===== config.mk =====
export PLATFORM = sky130hd
export DESIGN_NAME = tvsr_div_stage
export DESIGN_NICKNAME = d
export VERILOG_FILES = /design/src/rtl/triangle_vertical_split_ratio_core_macros.svh /design/src/rtl/tvsr_pkg.sv /design/src/rtl/tvsr_div_stage.sv
export SDC_FILE = /design/constraint.sdc
export NUM_CORES = 1
export LEC_CHECK = 0
export BUFFER_PORTS_ARGS = -buffer_cell sky130_fd_sc_hd__buf_2
export CAP_MARGIN = 25
export CORE_MARGIN = 2
export CORE_UTILIZATION = 35
export DETAILED_ROUTE_END_ITERATION = 10
export PLACE_DENSITY = 0.72
export SKIP_LAST_GASP = 1
export SLEW_MARGIN = 40
export SYNTH_ARGS = -nofsm -noshare
export SYNTH_HDL_FRONTEND = slang
export SYNTH_SLANG_ARGS = --single-unit

===== constraint.sdc =====
create_clock -name clk -period 0.8 [get_ports clk]
set_clock_uncertainty 0.15 [all_clocks]
set_input_delay 0.08 -clock clk [delete_from_list [all_inputs] [get_ports clk]]
set_output_delay 0.08 -clock clk [all_outputs]
set_load 0.01 [all_outputs]

===== src/rtl/triangle_vertical_split_ratio_core_macros.svh =====
// Assertion helpers for the split ratio core.
`ifndef TRIANGLE_VERTICAL_SPLIT_RATIO_CORE_MACROS_SVH
`define TRIANGLE_VERTICAL_SPLIT_RATIO_CORE_MACROS_SVH
`ifndef SYNTHESIS
// cond must hold at every edge out of reset
`define TVSR_ASSERT_ALWAYS(label, clk, rst_n, cond) \
	label: assert property (@(posedge clk) disable iff (!rst_n) (cond)) \
		else $error("assertion failed");
// trig at one edge implies cons at the same edge
`define TVSR_ASSERT_IMPLY(label, clk, rst_n, trig, cons) \
	label: assert property (@(posedge clk) disable iff (!rst_n) (trig) |-> (cons)) \
		else $error("assertion failed");
`else
`define TVSR_ASSERT_ALWAYS(label, clk, rst_n, cond)
`define TVSR_ASSERT_IMPLY(label, clk, rst_n, trig, cons)
`endif
`endif


===== src/rtl/tvsr_pkg.sv =====
`timescale 1ns / 1ps
`default_nettype none
package tvsr_pkg;

	localparam int RATIO_FRAC_BITS = 16;
	localparam int QUO_BITS        = RATIO_FRAC_BITS + 2;
	localparam int PROD_BITS       = 64;

	typedef struct packed {
		logic signed [31:0] ax;
		logic signed [31:0] ay;
		logic signed [31:0] bx;
		logic signed [31:0] by;
		logic signed [31:0] cx;
		logic signed [31:0] cy;
		logic signed [31:0] line_x;
	} tvsr_in_t;

	typedef struct packed {
		logic [16:0] ratio;
		logic        hit;
		logic        degenerate;
	} tvsr_out_t;

	typedef struct packed {
		logic hit;
		logic degenerate;
	} tvsr_flags_t;

	// divider stage payload
	typedef struct packed {
		logic [PROD_BITS:0]   rem;
		logic [PROD_BITS-1:0] den;
		logic [QUO_BITS-1:0]  quo;
		tvsr_flags_t          flags;
	} tvsr_div_t;

endpackage
`default_nettype wire


===== src/rtl/tvsr_div_stage.sv =====
`timescale 1ns / 1ps
`default_nettype none
module tvsr_div_stage import tvsr_pkg::*; (
	input  wire logic      clk,
	input  wire logic      arst_n,
	input  wire logic      en,
	input  wire logic      in_valid,
	input  wire tvsr_div_t in_div,
	output logic           valid_s1,
	output tvsr_div_t      div_s1
);

	// one restoring step; the caller supplies the already shifted remainder
	logic             ge;
	logic [PROD_BITS:0] diff;

	always_comb begin
		diff = in_div.rem - {1'b0, in_div.den};
		ge   = in_div.rem >= {1'b0, in_div.den};
	end

	always_ff @(posedge clk) begin
		if (en) begin
			div_s1.rem   <= ge ? diff : in_div.rem;
			div_s1.den   <= in_div.den;
			div_s1.quo   <= {in_div.quo[QUO_BITS-2:0], ge};
			div_s1.flags <= in_div.flags;
		end
	end

	always_ff @(posedge clk or negedge arst_n) begin
		if (!arst_n) begin
			valid_s1 <= 1'b0;
		end else if (en) begin
			valid_s1 <= in_valid;
		end
	end

endmodule
`default_nettype wire


=== Word-level counts from Yosys, hierarchy flattened ===
Index checks and enable logic that the tools add are counted.

* Register bits: 150
* Word-level logic and storage cells: 9

* $add $sub $neg: 1
* $lt $le $gt $ge: 1
* Multiplexer cells: 1

{| class="wikitable"
|+ Operators by type and width
! cell !! number
|-
| $ge 65x64->1 || 1
|-
| $mux 65 || 1
|-
| $sub 65x64->65 || 1
|}

=== Depth between registers and ports, before layout ===
Gate-level depths: netlist (run 1).

* Word-level depth: 2
* Gate-level depth with buffers: 16

=== Worst setup path before layout (run 1) ===
OpenSTA, ideal clock, no wires.

* Kind: input-to-reg
* From: input in_div[52] in the netlist's numbering
* To: register div_s1[113] in the netlist's numbering (data pin)
* Setup time: 0.262 ns
* Arrival time: 2.737 ns
* Path slack: -2.349 ns
* Stages on the path: 14
* Buffers on the path: 3
* Cells stage by stage: inv_1 -> ha_1 -> buf_2 -> nand4_2 -> nor4_4 -> o2111ai_1 -> a211o_1 -> o41ai_4 -> a221oi_2 -> nor2b_1 -> buf_6 -> inv_4 -> buf_6 -> mux2_1

* Cells in the longest elaborated chain, start to end: 2

{| class="wikitable"
|+ RTL lines
! item !! RTL line !! RTL
|-
| start, declared || tvsr_div_stage.sv:8 || <nowiki>input wire tvsr_div_t in_div,</nowiki>
|-
| $ge 65x64->1 || tvsr_div_stage.sv:19 || <nowiki>ge = in_div.rem >= {1'b0, in_div.den};</nowiki>
|-
| $mux 65 || tvsr_div_stage.sv:24 || <nowiki>div_s1.rem <= ge ? diff : in_div.rem;</nowiki>
|-
| end, declared || tvsr_div_stage.sv:10 || <nowiki>output tvsr_div_t div_s1</nowiki>
|}

No other way between the ends.
A chain may end at the register's enable or synchronous reset.

=== Worst setup path after layout (run 1) ===
* From: input in_div[43] in the netlist's numbering
* To: register div_s1[146] in the netlist's numbering (data pin)

* Cells in the longest elaborated chain, start to end: 2

{| class="wikitable"
|+ RTL lines
! item !! RTL line
|-
| $sub 65x64->65 or $ge 65x64->1 (tied branches) || tvsr_div_stage.sv:18, tvsr_div_stage.sv:19
|-
| $mux 65 * || tvsr_div_stage.sv:24
|}

Every way passes the cells marked *; elsewhere a longest branch is shown, timed or not.

==> results.sh, run 1 <==
export IMPL_fin_crit_ns=2.893
export IMPL_via_per_inst=5.145
export IMPL_stdcell_area_sq_um=17000
export IMPL_die_y_um=168.6
export IMPL_crit_arrival_ns=2.93
export IMPL_yosys_warnings=0
export IMPL_min_path_type="input pin to flip-flop"
export IMPL_nets=1887
export IMPL_p_leak_nw=7.552
export IMPL_wl_per_cell_um=18.47
export IMPL_drv_slew=0
export IMPL_critical_path_class="input pin to flip-flop"
export IMPL_grt_pass1_wl_um=54210
export IMPL_drt_initial_drc_count=657
export IMPL_syn_num_nets=1175
export IMPL_insertion_delay_ns=0.44
export IMPL_rsz0062_at_grt="yes"
export IMPL_final_cell_mix="322 x buf_4, 279 x buf_2, 149 x edfxtp_1, 84 x a21oi_1, 81 x dlygate4sd3_1"
export IMPL_drt_pass1_iterations=6
export IMPL_layout_commonest_cell="buf_4"
export IMPL_start_util_pct=35.38
export IMPL_power_density_nw_per_um2=1720
export IMPL_fin_ws_ns=-2.093
export IMPL_syn_to_final_growth_pct=79.23
export IMPL_timing_final_crit_share_pct=361.7
export IMPL_hold_viol=75
export IMPL_yosys_area_top_type="edfxtp_1"
export IMPL_cts_path_max_buffers=2
export IMPL_grt_antenna_before_repair=6
export IMPL_max_freq_ghz=0.3456
export IMPL_maxCapViolations=0
export IMPL_cts_tree="done"
export IMPL_dr_total_vias=10434
export IMPL_rows=60
export IMPL_ios=303
export IMPL_drc=0
export IMPL_synth_seq_area_share_pct=47.45
export IMPL_async_flop_share_pct=0.6667
export IMPL_fin_util_pct=63.42
export IMPL_hpwl_um=24990
export IMPL_avgSynthCellArea_sq_um=9.909
export IMPL_slew_headroom_pct=54.21
export IMPL_clk_pin_slew_ns=0.08
export IMPL_dp_slack_ns=-2.679
export IMPL_die_area_sq_um=28430
export IMPL_start_kind="input pin"
export IMPL_grt_pass1_vias=10611
export IMPL_antenna_left=0
export IMPL_ys_ff_latch=150
export IMPL_finalSetupViolations=217
export IMPL_ctsHoldBuffers=82
export IMPL_routed_wl_um=37450
export IMPL_numPortBuffers=301
export IMPL_synth_top_area_share_pct=47.18
export IMPL_required_ns=0.84
export IMPL_crit_fanout=4
export IMPL_cts_sinks=150
export IMPL_die_x_um=168.6
export IMPL_synth_ff_type="edfxtp_1"
export IMPL_vdd_drop_max_mv=1.190
export IMPL_cts_htree_levels=4
export IMPL_layout_drive_gt1_share_pct=52.68
export IMPL_netlist_area_sq_um=9483
export IMPL_worstMarginPinSlew_ns=0.6811
export IMPL_synth_edf_count=149
export IMPL_n_fill_cell=2066
export IMPL_setup_worst_path_end_class="flip-flop"
export IMPL_grt_max_degree=49
export IMPL_dpl_cell_area_sq_um=13700
export IMPL_synth_cells=957
export IMPL_violations="negative hold slack, negative setup slack"
export IMPL_track_usage_pct=24.42
export IMPL_gp_congestion=0.9158
export IMPL_clock_root_buffer="clkbuf_16"
export IMPL_status="complete, but fails checks"
export IMPL_core_area_sq_um=26800
export IMPL_overflow=0
export IMPL_synth_cell_type_count=61
export IMPL_yosys_top_cells_area="edfxtp_1 47%, ha_1 8.4%, a21oi_1 7.2%, nor2_1 4.0%, inv_1 2.9%"
export IMPL_whs_ns=-0.3056
export IMPL_cts_buffers_inserted=17
-- kinds of logic after synthesis --
kind of cell	share of synthesized area (%)
adders and majority gates	8.656
muxes	1.161
xor gates and xnor gates	5.080
buffers and inverters	5.489
AOI/OAI and AO/OA	19.17
DFF	47.45
and+or+nand+nor	13.00
-- metrics by stage --
step / total power [mW] / std cells / setup TNS (ns)
detailed placement: 18.61 / 1859 / -199.29
floorplan: 14.46 / 957 / -141.74
CTS: 28.19 / 2006 / -185.11
global placement: 18.49 / 1859 / -192.39
global route: 30.38 / 2027 / -200.28
finish: 29.23 / 2028 / -187.68
-- worst paths after layout --
check | slack [ns] | endpoint | depth (start not counted) | from
hold / removal | -0.31 | div_s1[20] | 1 | in_div[20]
setup reg to reg | -0.09 | valid_s1 | 1 | valid_s1
setup / recovery | -2.09 | div_s1[146] | 15 | in_div[43]
min in group asynchronous | 0.31 | valid_s1 | 3 | arst_n
hold reg to reg | 0.36 | valid_s1 | 1 | valid_s1
max in group asynchronous | 0.09 | valid_s1 | 3 | arst_n
-- registers in the layout, indices dropped and copies added (netlist names) --
register  count
div_s1      149
valid_s1      1
-- layout make-up --
type | instances | area [sq um] | area share (%)
clock buffers | 17 | 425.4 | 2.503
diodes | 5 | 12.51 | 0.07362
repair inverters | 3 | 58.81 | 0.3460
repair buffers | 733 | 5393 | 31.73
clock inverters | 15 | 157.7 | 0.9276
multi-input cells | 689 | 5703 | 33.55
inverters | 75 | 320.3 | 1.885
well taps | 341 | 426.7 | 2.510
flip-flops and latches | 150 | 4499 | 26.47
-- power by group --
group / leakage [nW] / total [mW] / switching (mW) / internal (mW)
combinational: 5.81 / 10.8 / 5.43 / 5.37
clock: 0.275 / 8.40 / 3.98 / 4.43
sequential: 1.47 / 10.0 / 0.254 / 9.76
-- cell usage after synthesis (14+ instances only) --
library cell    n
xnor2_1        31
o21ai_0        42
inv_1          74
a21o_1         30
nand2_1        71
nor2_1        101
o21bai_1       14
ha_1           64
edfxtp_1      149
a21oi_1       136
clkbuf_1       18
nand3_1        14
nand4_1        23
xor2_1         24
nor3_1         15
-- critical path, stage by stage --
cell and delay (ns):
buf_2 0.09, inv_2 0.04, ha_4 0.26, buf_4 0.12, nand4_1 0.16, or4_1 0.57, a311oi_2 0.31, o31ai_4 0.13
a21oi_1 0.17, nor3_1 0.07, buf_4 0.17, o21bai_1 0.20, a21oi_1 0.12, xnor2_1 0.14, mux2_1 0.29
-- timing repair --
action / in CTS / in global routing
endpoints found under the hold margin: 159 / 73
setup endpoints to repair: 217 / 218
setup buffers: 29 / 15
gates cloned: 5 / 5
pin swaps: 19 / 29
gates resized for setup: 140 / 159
-- per-layer routing --
layer	vias up	share of wire, %	GRT usage, %	wire, um
li1	4945	-	-	-
met1	4949	40	29.01	15070
met2	430	50	42.39	18760
met3	110	6.0	5.307	2239
met4	0	3.7	11.13	1387
met5	-	0	0	0
(Power assumes the default switching activity.)
==> inputs of run 2 (changes only) <==
--- a/config.mk
+++ b/config.mk
@@ -11,6 +11,7 @@
 export CORE_UTILIZATION = 35
 export DETAILED_ROUTE_END_ITERATION = 10
 export PLACE_DENSITY = 0.72
+export RECOVER_POWER = 100
 export SKIP_LAST_GASP = 1
 export SLEW_MARGIN = 40
 export SYNTH_ARGS = -nofsm -noshare
==> constraint.sdc (replaced) <==
create_clock -name clk -period 0.8 [get_ports clk]
set_clock_uncertainty 0.15 [all_clocks]
set_input_delay 0.08 -clock clk [delete_from_list [all_inputs] [get_ports clk]]
set_output_delay 0.08 -clock clk [all_outputs]
set_load 0.02 [all_outputs]
==> results.sh, run 2 (synthesized netlist as in run 1, its figures left out) <==
export IMPL_die_x_um=168.6
export IMPL_via_per_inst=5.235
export IMPL_drt_initial_drc_count=646
export IMPL_comb_power_share_pct=40.8
export IMPL_cts_path_max_buffers=2
export IMPL_core_area_sq_um=26800
export IMPL_syn_to_final_growth_pct=91.46
export IMPL_fin_crit_ns=2.933
export IMPL_dr_total_vias=10716
export IMPL_n_fill_cell=1898
export IMPL_top_regs="div_s1 (149), valid_s1 (1)"
export IMPL_wl_met2_um=20580
export IMPL_grt_max_degree=50
export IMPL_numPortBuffers=301
export IMPL_overflow=0
export IMPL_start_util_pct=35.38
export IMPL_clk_pin_slew_ns=0.08
export IMPL_crit_fanout=8
export IMPL_p_leak_nw=7.972
export IMPL_clock_root_buffer="clkbuf_16"
export IMPL_hold_viol=69
export IMPL_setup_worst_path_end_class="flip-flop"
export IMPL_cts_buffers_inserted=17
export IMPL_routed_wl_um=40730
export IMPL_nets=1904
export IMPL_maxCapViolations=0
export IMPL_cts_sinks=150
export IMPL_insertion_delay_ns=0.45
export IMPL_slew_headroom_pct=53.65
export IMPL_power_internal_mw=20.49
export IMPL_violations="negative hold slack, negative setup slack"
export IMPL_whs_ns=-0.2066
export IMPL_largest_register_ffs=149
export IMPL_regMostFlops="div_s1"
export IMPL_timing_final_crit_share_pct=366.6
export IMPL_top_layer_used="met5"
export IMPL_hpwl_um=25630
export IMPL_min_path_type="input pin to flip-flop"
export IMPL_rows=60
export IMPL_gp_congestion=0.9481
export IMPL_seqPwrFrac_pct=32.3
export IMPL_max_freq_ghz=0.3410
export IMPL_start_kind="input pin"
export IMPL_die_y_um=168.6
export IMPL_p_switching_mw=11.06
export IMPL_cts_tree="done"
export IMPL_dp_slack_ns=-2.765
export IMPL_die_area_sq_um=28430
export IMPL_track_usage_pct=26.67
export IMPL_vdd_drop_max_mv=1.221
export IMPL_cts_htree_levels=4
export IMPL_drt_pass1_iterations=5
export IMPL_drc=0
export IMPL_grt_antenna_before_repair=7
export IMPL_wl_met1_um=15400
export IMPL_rsz0062_at_grt="yes"
export IMPL_routed_wl_met3_um=2459
export IMPL_grt_pass1_wl_um=59110
export IMPL_wl_per_cell_um=19.90
export IMPL_finalSetupViolations=365
export IMPL_final_cell_mix="330 x buf_4, 160 x buf_2, 149 x edfxtp_1, 142 x buf_6, 80 x dlygate4sd3_1"
export IMPL_ios=303
export IMPL_swShare_pct=35.05
export IMPL_layout_drive_gt1_share_pct=54.56
export IMPL_power_density_nw_per_um2=1738
export IMPL_fin_total_pwr_mw=31.55
export IMPL_layout_commonest_cell="buf_4"
export IMPL_critical_path_class="input pin to flip-flop"
export IMPL_drv_slew=0
export IMPL_fin_util_pct=67.75
export IMPL_fin_ws_ns=-2.133
export IMPL_antenna_left=0
export IMPL_crit_arrival_ns=2.98
export IMPL_grt_pass1_vias=11195
export IMPL_required_ns=0.84
export IMPL_status="complete, but fails checks"
export IMPL_clkPwrFrac_pct=26.9
export IMPL_worstMarginPinSlew_ns=0.6894
==> run 2: timing repair <==
item | in CTS | in global routing
buffers inserted | 38 | 9
endpoints found under the hold margin | 167 | 88
hold buffers | 80 | 1
resized for setup | 360 | 245
gates cloned | 14 | 0
setup endpoints to repair | 217 | 218
pin swaps | 46 | 22
==> run 2: cell type report <==
cell class	count	area, sq um	share of cell area, %
tap	341	426.7	2.350
antenna	7	17.52	0.09648
inverter	75	309.0	1.702
multi-input combinational	689	5867	32.31
clock buffer	17	425.4	2.343
timing repair inverter	3	57.56	0.3170
timing repair buffer	750	6374	35.10
sequential	150	4501	24.79
clock inverter	15	178.9	0.9855
==> run 2: through the flow <==
stage	TNS [ns]	instance area [sq um]	std cells
floorplan	-141.78	9761	957
global placement	-194.60	13830	1873
detailed placement	-204.31	13830	1873
CTS	-188.99	17350	2036
global route	-227.74	18150	2045
finish	-217.49	18160	2047
==> run 2: layer usage <==
layer,vias up,global-route usage [%]
met1,5117,30.64
met4,2,14.32
li1,4980,-
met2,469,46.77
met5,-,0
met3,148,5.495
==> run 2: worst max-delay path, cell delays in order <==
cell and delay (ns):
buf_2 0.12, inv_2 0.06, ha_4 0.25, buf_6 0.13, nand4_1 0.18, o221ai_4 0.17
a221oi_4 0.30, a211o_1 0.25, o41ai_4 0.09, a221oi_2 0.35, nor2b_4 0.35, buf_12 0.19
clkinv_16 0.10, buf_12 0.16, nor2_2 0.10, a21oi_1 0.06
==> run 2: power by group through the flow <==
stage | Combinational [mW] | Sequential [mW] | Clock, mW
after detailed placement | 9.23 | 10.1 | 0
after CTS | 11.7 | 10.1 | 8.51
after floorplan | 3.79 | 11.4 | 0
after global placement | 9.12 | 10.1 | 0
final | 12.9 | 10.2 | 8.50
after global routing | 13.6 | 10.3 | 8.80
==> run 2: path summary, 6_finish.rpt <==
path                              from           to  slack, ns  cells past startpoint
max                         in_div[35]  div_s1[107]      -2.13                     16
min in group asynchronous       arst_n     valid_s1       0.30                      3
min                        in_div[105]  div_s1[105]      -0.21                      3
max reg2reg                   valid_s1     valid_s1      -0.12                      1
min reg2reg                   valid_s1     valid_s1       0.39                      1
max in group asynchronous       arst_n     valid_s1       0.09                      3
